==> config.mk <==
export PLATFORM = sky130hd
export DESIGN_NAME = sha1_hash_engine_core
export DESIGN_NICKNAME = d
export VERILOG_FILES = /design/src/sha1he_pkg.sv /design/src/sha1_hash_engine_core.sv /design/src/sha1he_ctrl.sv /design/src/sha1he_datapath.sv
export SDC_FILE = /design/constraint.sdc
export NUM_CORES = 2
export LEC_CHECK = 0
export BUFFER_PORTS_ARGS = -buffer_cell sky130_fd_sc_hd__buf_2
export CAP_MARGIN = 20
export CORE_UTILIZATION = 47
export DETAILED_ROUTE_END_ITERATION = 16
export PLACE_DENSITY = 0.65
export RECOVER_POWER = 50
export SLEW_MARGIN = 20
export SYNTH_ARGS = -nofsm -noshare
export SYNTH_HDL_FRONTEND = slang
export SYNTH_SLANG_ARGS = --single-unit
==> constraint.sdc <==
create_clock -name clk -period 14.15 [get_ports clk]
set_input_delay 0 -clock clk [delete_from_list [all_inputs] [get_ports clk]]
set_output_delay 0 -clock clk [all_outputs]
set_load 0.01 [all_outputs]
==> src/sha1he_pkg.sv <==
// Shared types and constants of the SHA-1 hash engine.
// Holds the channel payloads, controller states, command and status groups.
// Used by the controller, the datapath and the top level; depends on nothing.
`default_nettype none

package sha1he_pkg;

  typedef struct packed {
    logic [7:0] message_byte;
    logic       has_byte;
    logic       end_of_message;
  } msg_t;

  typedef struct packed {
    logic [31:0] digest_word;
    logic [2:0]  word_index;
    logic        last_word;
  } dig_t;

  typedef enum logic [2:0] {
    ST_IDLE,
    ST_ROUND,
    ST_UPDATE,
    ST_PAD80,
    ST_PADZ,
    ST_LEN,
    ST_FINISH
  } state_t;

  typedef enum logic [1:0] {
    BYTE_IN,
    BYTE_80,
    BYTE_ZERO,
    BYTE_LEN
  } byte_sel_t;

  typedef struct packed {
    logic      put_byte;
    byte_sel_t byte_sel;
    logic      add_len;
    logic [2:0] len_idx;
    logic      round_step;
    logic [1:0] round_phase;
    logic      chain_update;
    logic      finish;
  } cmd_t;

  typedef struct packed {
    logic [5:0] fill;
    logic       out_busy;
  } status_t;

  localparam int unsigned NumWords   = 5;
  localparam int unsigned BlockWords = 16;
  localparam logic [6:0]  LastRound  = 7'd79;
  localparam logic [5:0]  FillFull   = 6'd63;
  localparam logic [5:0]  FillLen    = 6'd56;
  localparam logic [2:0]  LastIndex  = 3'd4;
  localparam logic [7:0]  PadByte    = 8'h80;

  localparam logic [31:0] K0 = 32'h5A827999;
  localparam logic [31:0] K1 = 32'h6ED9EBA1;
  localparam logic [31:0] K2 = 32'h8F1BBCDC;
  localparam logic [31:0] K3 = 32'hCA62C1D6;

  localparam logic [31:0] H0 = 32'h67452301;
  localparam logic [31:0] H1 = 32'hEFCDAB89;
  localparam logic [31:0] H2 = 32'h98BADCFE;
  localparam logic [31:0] H3 = 32'h10325476;
  localparam logic [31:0] H4 = 32'hC3D2E1F0;

endpackage

`default_nettype wire

==> src/sha1_hash_engine_core.sv <==
// SHA-1 hash engine over a byte stream, top level.
// The msg channel takes one item per transfer: an optional message byte and an
// end-of-message mark. The dig channel returns the five digest words of each
// message, h0 first, each with its word_index and with last_word on the fifth.
// Both channels use valid and stall; a transfer happens when valid is high and
// stall is low. Each byte is taken in the idle state without a stall. The byte
// that fills a 64-byte block is followed by the 80 compression rounds and the
// chain update, all with msg_stall high, so no new byte is taken until that
// block is through; a long message is limited by the single shared round unit.
// At the end of a message one or two final compressions run; the padding bytes
// are loaded one per cycle, except while a compression runs.
// The digest is then copied into an output buffer, the chain value returns to
// its initial value and new message bytes are taken while the digest drains.
// A stalled receiver holds the current word; a following end of message waits
// until the buffer has emptied. Reset is synchronous; it sets the chain value
// to H0-H4 and clears counters and output buffer state; no result is pending.
// Depends on sha1he_pkg, sha1he_ctrl and sha1he_datapath.
`default_nettype none

module sha1_hash_engine_core
  import sha1he_pkg::*;
(
  input  wire logic clk,
  input  wire logic rst,
  input  wire logic msg_valid,
  output logic      msg_stall,
  input  wire msg_t msg,
  output logic      dig_valid,
  input  wire logic dig_stall,
  output dig_t      dig
);

  cmd_t    cmd;
  status_t status;

  sha1he_ctrl u_ctrl (
    .clk       (clk),
    .rst       (rst),
    .msg_valid (msg_valid),
    .msg       (msg),
    .msg_stall (msg_stall),
    .status    (status),
    .cmd       (cmd)
  );

  sha1he_datapath u_datapath (
    .clk       (clk),
    .rst       (rst),
    .cmd       (cmd),
    .msg       (msg),
    .status    (status),
    .dig_valid (dig_valid),
    .dig_stall (dig_stall),
    .dig       (dig)
  );

`ifndef SYNTHESIS
  assert property (@(posedge clk) disable iff (rst)
    (dig_valid && !dig_stall && dig.last_word) |=> !dig_valid)
    else $error("digest buffer did not drain after the last word");

  assert property (@(posedge clk) disable iff (rst)
    dig_valid |-> (dig.last_word == (dig.word_index == LastIndex)))
    else $error("last_word does not match word_index");

  assert property (@(posedge clk) disable iff (rst)
    dig_valid |-> (dig.word_index <= LastIndex))
    else $error("word_index out of range");
`endif

endmodule

`default_nettype wire

==> src/sha1he_ctrl.sv <==
// Controller of the SHA-1 hash engine: state machine that sequences byte
// loading, padding, the 80 compression rounds and the digest handoff.
// Depends on sha1he_pkg; drives the datapath through cmd_t, reads status_t.
`default_nettype none

module sha1he_ctrl
  import sha1he_pkg::*;
(
  input  wire logic    clk,
  input  wire logic    rst,
  input  wire logic    msg_valid,
  input  wire msg_t    msg,
  output logic         msg_stall,
  input  wire status_t status,
  output cmd_t         cmd
);

  state_t     state, state_next;
  state_t     ret, ret_next;
  logic [6:0] round, round_next;
  logic [2:0] len_idx, len_idx_next;

  always_ff @(posedge clk) begin
    if (rst) begin
      state   <= ST_IDLE;
      ret     <= ST_IDLE;
      round   <= '0;
      len_idx <= '0;
    end else begin
      state   <= state_next;
      ret     <= ret_next;
      round   <= round_next;
      len_idx <= len_idx_next;
    end
  end

  always_comb begin
    state_next   = state;
    ret_next     = ret;
    round_next   = '0;
    len_idx_next = len_idx;
    case (state)
      ST_IDLE: begin
        if (msg_valid) begin
          if (msg.has_byte && status.fill == FillFull) begin
            state_next = ST_ROUND;
            ret_next   = msg.end_of_message ? ST_PAD80 : ST_IDLE;
          end else if (msg.end_of_message) begin
            state_next = ST_PAD80;
          end
        end
      end
      ST_ROUND: begin
        if (round == LastRound) begin
          state_next = ST_UPDATE;
        end else begin
          round_next = round + 7'd1;
        end
      end
      ST_UPDATE: begin
        state_next = ret;
      end
      ST_PAD80: begin
        if (status.fill == FillFull) begin
          state_next = ST_ROUND;
          ret_next   = ST_PADZ;
        end else begin
          state_next = ST_PADZ;
        end
      end
      ST_PADZ: begin
        if (status.fill == FillLen) begin
          state_next   = ST_LEN;
          len_idx_next = '0;
        end else if (status.fill == FillFull) begin
          state_next = ST_ROUND;
          ret_next   = ST_PADZ;
        end
      end
      ST_LEN: begin
        len_idx_next = len_idx + 3'd1;
        if (len_idx == 3'd7) begin
          state_next = ST_ROUND;
          ret_next   = ST_FINISH;
        end
      end
      ST_FINISH: begin
        if (!status.out_busy) begin
          state_next = ST_IDLE;
        end
      end
      default: begin
        state_next = ST_IDLE;
      end
    endcase
  end

  always_comb begin
    msg_stall        = 1'b1;
    cmd              = '0;
    cmd.byte_sel     = BYTE_IN;
    cmd.len_idx      = len_idx;
    if (round < 7'd20) begin
      cmd.round_phase = 2'd0;
    end else if (round < 7'd40) begin
      cmd.round_phase = 2'd1;
    end else if (round < 7'd60) begin
      cmd.round_phase = 2'd2;
    end else begin
      cmd.round_phase = 2'd3;
    end
    case (state)
      ST_IDLE: begin
        msg_stall    = 1'b0;
        cmd.put_byte = msg_valid && msg.has_byte;
        cmd.add_len  = msg_valid && msg.has_byte;
      end
      ST_ROUND: begin
        cmd.round_step = 1'b1;
      end
      ST_UPDATE: begin
        cmd.chain_update = 1'b1;
      end
      ST_PAD80: begin
        cmd.put_byte = 1'b1;
        cmd.byte_sel = BYTE_80;
      end
      ST_PADZ: begin
        cmd.put_byte = status.fill != FillLen;
        cmd.byte_sel = BYTE_ZERO;
      end
      ST_LEN: begin
        cmd.put_byte = 1'b1;
        cmd.byte_sel = BYTE_LEN;
      end
      ST_FINISH: begin
        cmd.finish = !status.out_busy;
      end
      default: begin
        msg_stall = 1'b1;
      end
    endcase
  end

endmodule

`default_nettype wire

==> src/sha1he_datapath.sv <==
// Datapath of the SHA-1 hash engine: byte packer, 16-word schedule window,
// round logic, chain value, bit length and the digest output buffer.
// Depends on sha1he_pkg; takes cmd_t from the controller, returns status_t.
`default_nettype none

module sha1he_datapath
  import sha1he_pkg::*;
(
  input  wire logic clk,
  input  wire logic rst,
  input  wire cmd_t cmd,
  input  wire msg_t msg,
  output status_t   status,
  output logic      dig_valid,
  input  wire logic dig_stall,
  output dig_t      dig
);

  logic [31:0] window [BlockWords];
  logic [31:0] chain  [NumWords];
  logic [31:0] rv     [NumWords];
  logic [31:0] out_buf [NumWords];
  logic [23:0] acc;
  logic [5:0]  fill;
  logic [63:0] bit_len;
  logic [2:0]  out_idx;
  logic        out_busy;

  logic [7:0]  byte_val;
  logic [31:0] new_word;
  logic [31:0] sched_word;
  logic [31:0] f_val;
  logic [31:0] k_val;
  logic [31:0] n_val;
  logic [31:0] a, b, c, d, e;
  logic        word_done;
  logic        dig_xfer;

  assign a = rv[0];
  assign b = rv[1];
  assign c = rv[2];
  assign d = rv[3];
  assign e = rv[4];

  always_comb begin
    case (cmd.byte_sel)
      BYTE_IN:   byte_val = msg.message_byte;
      BYTE_80:   byte_val = PadByte;
      BYTE_ZERO: byte_val = 8'h00;
      BYTE_LEN:  byte_val = bit_len[{~cmd.len_idx, 3'b000} +: 8];
      default:   byte_val = 8'h00;
    endcase
  end

  assign new_word  = {acc, byte_val};
  assign word_done = cmd.put_byte && (fill[1:0] == 2'b11);

  always_comb begin
    sched_word = window[13] ^ window[8] ^ window[2] ^ window[0];
    sched_word = {sched_word[30:0], sched_word[31]};
  end

  always_comb begin
    case (cmd.round_phase)
      2'd0: begin
        f_val = (b & c) | (~b & d);
        k_val = K0;
      end
      2'd1: begin
        f_val = b ^ c ^ d;
        k_val = K1;
      end
      2'd2: begin
        f_val = (b & c) | (b & d) | (c & d);
        k_val = K2;
      end
      default: begin
        f_val = b ^ c ^ d;
        k_val = K3;
      end
    endcase
  end

  assign n_val = {a[26:0], a[31:27]} + f_val + e + k_val + window[0];

  always_ff @(posedge clk) begin
    if (cmd.put_byte) begin
      acc <= new_word[23:0];
    end
    if (word_done || cmd.round_step) begin
      for (int i = 0; i < BlockWords - 1; i++) begin
        window[i] <= window[i + 1];
      end
      window[BlockWords - 1] <= cmd.round_step ? sched_word : new_word;
    end
    if (cmd.put_byte && fill == FillFull) begin
      for (int i = 0; i < NumWords; i++) begin
        rv[i] <= chain[i];
      end
    end else if (cmd.round_step) begin
      rv[0] <= n_val;
      rv[1] <= a;
      rv[2] <= {b[1:0], b[31:2]};
      rv[3] <= c;
      rv[4] <= d;
    end
  end

  always_ff @(posedge clk) begin
    if (rst) begin
      chain[0] <= H0;
      chain[1] <= H1;
      chain[2] <= H2;
      chain[3] <= H3;
      chain[4] <= H4;
      fill     <= '0;
      bit_len  <= '0;
    end else begin
      if (cmd.put_byte) begin
        fill <= fill + 6'd1;
      end
      if (cmd.add_len) begin
        bit_len <= bit_len + 64'd8;
      end
      if (cmd.chain_update) begin
        for (int i = 0; i < NumWords; i++) begin
          chain[i] <= chain[i] + rv[i];
        end
      end else if (cmd.finish) begin
        chain[0] <= H0;
        chain[1] <= H1;
        chain[2] <= H2;
        chain[3] <= H3;
        chain[4] <= H4;
        bit_len  <= '0;
      end
    end
  end

  assign dig_xfer = out_busy && !dig_stall;

  always_ff @(posedge clk) begin
    if (cmd.finish) begin
      for (int i = 0; i < NumWords; i++) begin
        out_buf[i] <= chain[i];
      end
    end else if (dig_xfer) begin
      for (int i = 0; i < NumWords - 1; i++) begin
        out_buf[i] <= out_buf[i + 1];
      end
    end
  end

  always_ff @(posedge clk) begin
    if (rst) begin
      out_busy <= 1'b0;
      out_idx  <= '0;
    end else if (cmd.finish) begin
      out_busy <= 1'b1;
      out_idx  <= '0;
    end else if (dig_xfer) begin
      if (out_idx == LastIndex) begin
        out_busy <= 1'b0;
      end
      out_idx <= out_idx + 3'd1;
    end
  end

  assign dig_valid        = out_busy;
  assign dig.digest_word  = out_buf[0];
  assign dig.word_index   = out_idx;
  assign dig.last_word    = out_idx == LastIndex;

  assign status.fill     = fill;
  assign status.out_busy = out_busy;

endmodule

`default_nettype wire
* Word level (Yosys, flattened, before mapping)
Memory sizes are Yosys's and may differ from the RTL's. Index checks and enable logic that the tools add are counted.
Word-level totals: bits in registers 114, bits in writable memories 992, bits of input ports 14, output and inout port bits 38, word-level logic and storage cells 192, memories kept 4
Memories:
- u_datapath.window | depth 16, bits a word 32, rd ports 16, clocked after Yosys merged registers in 0, wr ports 16, line sha1he_datapath.sv:19 | logic [31:0] window [BlockWords];
- u_datapath.chain | depth 5, bits a word 32, rd ports 5, clocked after Yosys merged registers in 0, wr ports 5, line sha1he_datapath.sv:20 | logic [31:0] chain [NumWords];
- u_datapath.out_buf | depth 5, bits a word 32, rd ports 5, clocked after Yosys merged registers in 0, wr ports 5, line sha1he_datapath.sv:22 | logic [31:0] out_buf [NumWords];
- u_datapath.rv | depth 5, bits a word 32, rd ports 5, clocked after Yosys merged registers in 0, wr ports 5, line sha1he_datapath.sv:21 | logic [31:0] rv [NumWords];
Cells by class: add/subtract/negate cells 14, order comparisons 3, eq/ne operators 27, shift operators 1, multiplexer cells 78, bitwise operators 34, reduce and logical (&&, ||, !) cells 22
Operator list (count):
- 32-bit 2-to-1 mux | 20
- 32-bit adder | 9
- 64-bit 2-to-1 mux | 3
- 32-bit XOR | 5
- 32-bit AND | 4
- 32-bit bitwise OR | 3
- 32-bit one-hot mux with 3 select lines | 1
- 64-bit by 4-bit adder with 64-bit output (second input constant) | 1
- 32-bit one-hot mux with 2 select lines | 1
- 64-bit by 7-bit variable part select with 8-bit output | 1
- 3-bit 2-to-1 mux | 15
- 32-bit inverter | 1
- 8-bit one-hot mux with 4 select lines | 1
- 1-bit 2-to-1 mux | 29
- 3-bit one-hot mux with 7 select lines | 1
- 1-bit bitwise OR | 19
- 3-bit equality test (second input constant) | 5
- 7-bit by 6-bit less-than comparator with 1-bit output (second input constant) | 2
- 6-bit equality test (second input constant) | 2
- 3-bit one-hot mux with 4 select lines | 1
- 2-bit equality test (second input constant) | 4
- 2-bit by 1-bit inequality test with 1-bit output (second input constant) | 4
- 7-bit by 1-bit adder with 7-bit output (second input constant) | 1
- 7-bit equality test (second input constant) | 1
- 28 further kinds | 45

* Logic depth before layout (Yosys ltp)
depth after elaboration 11, mapped depth 24, depth with buffers taken out 22

* Hierarchy
A second synthesis with hierarchy kept.
Second synthesis, totals: cell total of the unflattened synthesis 3948, area total of the unflattened synthesis 53471.3 µm²
Modules (own cells, without submodules):
- sha1he_datapath | instances 1, cells an instance 3818, area an instance 52440.3 µm², seq. area each 31930.6 µm²
- sha1he_ctrl | instances 1, cells an instance 130, area an instance 1031.0 µm², seq. area each 320.3 µm²

* Worst setup path before layout
OpenSTA, ideal clock, no wires.
kind reg-to-reg, from reg u_datapath.fill[3], to mem u_datapath.window[0][0] (enable), library setup time 3681 ps, arrival 10183 ps, required time 10469 ps, setup slack 286 ps, stages on the path, launching flop included 8, buffers on the path 1, period minus slack after synthesis 13864 ps, cells stage by stage dfxtp_1 and3_1 nand3b_1 or2_1 a221o_1 clkbuf_1 nand2_1 nand2_1
RTL lines:
- start: declaration | line sha1he_datapath.sv:24 | logic [5:0] fill;
- start signal: assignment | line sha1he_datapath.sv:120 | fill <= fill + 6'd1;
- end: declaration | line sha1he_datapath.sv:19

==> flow_results.org <==
** Setup path
- On the critical path, the stage with the largest delay is an instance of sky130_fd_sc_hd__nand2_1.
- CP Data Arrival Time :: 7.86 ns
- For the worst setup path, the data required time is about 14 ns.
- For this run, the slowest stage of the critical path takes 1.35 ns.
- Kind of cell adding the most delay to the critical path :: buffers and inverters
- CP Class :: flop to flop
- The worst setup path is captured at a flop.
- The most numerous cell type found on the critical path is sky130_fd_sc_hd__nand2_1.
- Along the worst path, the maximum fanout reaches ~210.
- The worst setup path is launched from a flop.
- The critical path goes through or3_1, nor2_1, a221o_1, clkbuf_1, nand2_1, nand2_1, buf_12, buf_6, buf_4.
- Buf/Inv on CP :: 4

** Timing
- For the pin with the worst max-slew slack, the measured transition is 3.529 ns.
- Crit path time final :: ~7.5 ns
- Summed over all failing endpoints, the final setup total negative slack is 0 ns.
- Static timing analysis puts the maximum clock frequency at approximately 130 MHz.
- The total count of max-transition violations in the final report was 790.
- The number of hold-slack violations in the final timing report came to 0.
- Setup repair after global routing left no endpoint under its margin.
- Remaining max-slew budget at the tightest pin :: -135.3%
- Final count of negative-setup-slack endpoints :: 0
- On the final layout, the worst clock skew is approximately 0.037 ns.
- The worst path uses 53.15% of the clock period.

** Yosys
- Async set-or-reset flop fraction in the synthesized netlist :: 0%
- Yosys printed 0 warnings.
- The synthesized design contains roughly 1000 enable-type register cells.
- Top-area cell type share of the netlist area :: 57.49%
- Yosys attributes the largest share of cell area to sky130_fd_sc_hd__edfxtp_1, sky130_fd_sc_hd__nand2_1, sky130_fd_sc_hd__ha_1, sky130_fd_sc_hd__fa_1, sky130_fd_sc_hd__dfxtp_1.
- Cell count after synthesis :: around 4400
- Distinct cell type count of the synthesized netlist :: around 80
- Counting flops and latches in the post-synthesis netlist gives ~1100.
- Averaged over all synthesized cells, the footprint is between 10 and 15 µm².
- The biggest area contributor in the post-synthesis netlist is sky130_fd_sc_hd__edfxtp_1.
- When the netlist entered floorplanning its net count stood at roughly 4800.
- Primary flip-flop cell chosen by synthesis mapping :: sky130_fd_sc_hd__edfxtp_1
- Post-synthesis cell area :: 53070 µm²
- Sequential element share of the synthesized area :: 60.77%

** Power
- The worst-case IR drop observed on VDD is 0.3246 mV.
- Switching Fraction :: 39.66%
- The internal portion of the total power is 9.584 mW.
- Of the total power, combinational logic draws between 40% and 50%.
- Share of total power in sequential cells :: 34.4%
- Summing internal, switching and leakage power gives roughly 16 mW.
- Switching power of the nets :: approximately 6.3 mW
- For this design the ratio of total power to cell area is 270.3 nW/µm².
- Clk network pwr share :: about a fifth
- For this design the static power due to leakage is approximately 22 nW.

** Layout
- Share of post-route cells with drive strength above 1 :: roughly 5.3%
- In the final layout, the multi-input gates occupy approximately 19000 µm².
- The library cells used most frequently in the layout, excluding fill and tap cells, are sky130_fd_sc_hd__edfxtp_1, sky130_fd_sc_hd__nand2_1, sky130_fd_sc_hd__o21ai_0.
- Fill cell count :: approximately 9500
- Number of antenna repair diodes :: 0
- Sequential Area :: approximately 32000 µm²
- Leaving out fill and tap cells, the most frequent cell in the layout is sky130_fd_sc_hd__edfxtp_1.
- Number of nets in the layout :: 4811
- From synthesis to final layout, the design area changed by 10.72%.

** Global route
- In the global route stage, met1 resource usage came out at a little under a third.
- In the global route stage, met3 resource usage came out at under 10%.
- Entering global routing, the biggest net connects 212 pins.
- Via count of the first global-routing pass :: between 30000 and 40000
- Gr busiest metal :: met2
- Antenna violations before repair :: 0
- Met2 capacity usage during global routing :: approximately 34%
- The first global-routing pass estimated 189.6 mm of wire.
- After global routing the overflow that remains totals 0.
- GRT Total Usage :: between 20% and 30%

** Clock tree
- TritonCTS built the clock tree.
- Clk buf depth :: 3
- Number of clock sinks :: 1103
- Post-CTS repair changed the size of 0 cells.
- The tree is rooted in a sky130_fd_sc_hd__clkbuf_16.
- CTS clk-pin slew, worst paths :: ~0.06 ns
- TritonCTS created about 110 clock buffers.
- Clock Latency Late Sink :: 0.72 ns
- CTS built an H-tree with a depth of 3.

** Route
- Post-DRT Antenna Nets :: 0
- DRC viols :: 0
- The routed layout has 32970 vias.
- Via count normalized by instance count :: approximately 5.4
- First-pass iteration count of the detailed router :: 6
- Dividing the detail-routed wire length by the instance count gives roughly 20 µm.
- Routed wire length :: 123.9 mm
- Iteration-0 DRC Markers :: between 3000 and 4000

** Floorplan
- The floorplan step set the die width to 338.0 µm.
- The floorplan step set the die height to approximately 340 µm.
- For this configuration, the core starts out at a cell density of a little under half.
- Row generation in the floorplan step produced roughly 120 rows.
- I/O Pins :: 52
- The floorplan step defined a die boundary enclosing 114300 µm².
- Core Footprint :: around 110000 µm²

** Placed design
- Estimated wirelength of the detail-placed design :: slightly below 90 mm
- Input and output buffers added on the ports amount to between 50 and 60.
- Routability Congestion :: ~0.9

** Status
- Violated checks :: capacitance limit, slew limit
- Outcome :: complete, but fails checks

** Flow run
- The tool flagged a number of max-cap violations equal to 16.

** Hold path
- The min-delay analysis places its worst path in the category primary input to flop.
Yosys cell counts (all sizes together), types with 34 or more instances:
master  instances
nor2          254
clkbuf        121
a21o           98
fa            125
nand2b         34
a21oi         180
ha            204
edfxtp       1016
xnor2         198
dfxtp          87
nor3           37
inv           239
xor2          128
buf            49
o21ai         344
nand2         914
nand3          57
flip-flops by register name (all words and copies together) (netlist names):
name                  flops
u_ctrl.len_idx            3
u_ctrl.ret                3
u_ctrl.round              7
u_ctrl.state              3
u_datapath.acc           24
u_datapath.bit_len       61
u_datapath.chain        160
u_datapath.dig_valid      1
u_datapath.fill           6
u_datapath.out_buf      160
u_datapath.out_idx        3
u_datapath.rv           160
u_datapath.window       512
logic make-up after synthesis:
| group | after synthesis | synth area share [%] |
|---|---|---|
| flops | 1103 | 60.77 |
| compound gates | 794 | 9.011 |
| mux | 25 | 0.7827 |
| simple gates | 1441 | 11.38 |
| fa+ha+maj | 330 | 9.543 |
| xor+xnor | 326 | 5.380 |
| buf+inv | 409 | 3.131 |
power by group through the flow:
stage          combinational (mW)  sequential [mW]  clock [mW]
5_1_grt                      8.07             5.54        3.37
2_1_floorplan                5.39             5.67           0
3_3_place_gp                 7.10             5.49           0
6_report                     7.23             5.47        3.19
3_5_place_dp                 7.15             5.51           0
4_1_cts                      7.22             5.46        3.24
area by class of cell:
| cell class | count | share of cell area [%] |
|---|---|---|
| clock buffers | 128 | 4.944 |
| inverters | 239 | 1.527 |
| repair buffers | 95 | 0.9709 |
| flip-flops and latches | 1103 | 54.88 |
| clock inverters | 87 | 1.876 |
| well taps | 1488 | 3.168 |
| multi-input cells | 2916 | 32.63 |
per-stage QoR:
stage               instance area, µm²  cells  worst slack [ns]  hold slack (ns)  utilization, %
finish                           58760   6056             6.629           0.1409           52.81
global route                     58760   6056             6.027           0.1485           52.81
CTS                              58910   6056             7.802         0.006694           52.94
detailed placement               54740   5825             7.791           0.2999           49.19
global placement                 54740   5825             7.900           0.2944           49.19
floorplan                        53070   4428            0.2860           0.1518               -
layer usage:
| layer | up-vias | part of all wire, % |
|---|---|---|
| met1 | 16110 | 45 |
| met5 | - | 0 |
| met4 | 0 | 3.1 |
| met2 | 982 | 46 |
| li1 | 15650 | - |
| met3 | 223 | 5.4 |
tightest hold or removal path: stages:
cell                       delay, ns
sky130_fd_sc_hd__buf_2          0.11
sky130_fd_sc_hd__nor2_1         0.12
sky130_fd_sc_hd__nor2_1         0.05
sky130_fd_sc_hd__a31oi_1        0.16
sky130_fd_sc_hd__o31ai_1        0.18
sky130_fd_sc_hd__nor2_1         0.13
sky130_fd_sc_hd__a211oi_1       0.05
repair_timing:
item,in CTS,in global routing
hold buffers,16,0
buffers inserted,0,0
endpoints found under the hold margin,37,0
path summary, 6_finish.rpt:
kind / cells past startpoint / to / slack, ns / startpoint
setup reg to reg: 9 / u_datapath.window[9][8]$_DFFE_PP_ / 6.63 / u_ctrl.state[0]$_SDFFE_PP0P_
hold reg to reg: 0 / u_datapath.window[3][18]$_DFFE_PP_ / 0.41 / u_datapath.window[4][18]$_DFFE_PP_
hold / removal: 7 / u_ctrl.ret[2]$_SDFFE_PP0P_ / 0.14 / msg_valid
setup / recovery: 9 / u_datapath.window[9][8]$_DFFE_PP_ / 6.63 / u_ctrl.state[0]$_SDFFE_PP0P_
Note: power is estimated with default switching activity, not from simulation.
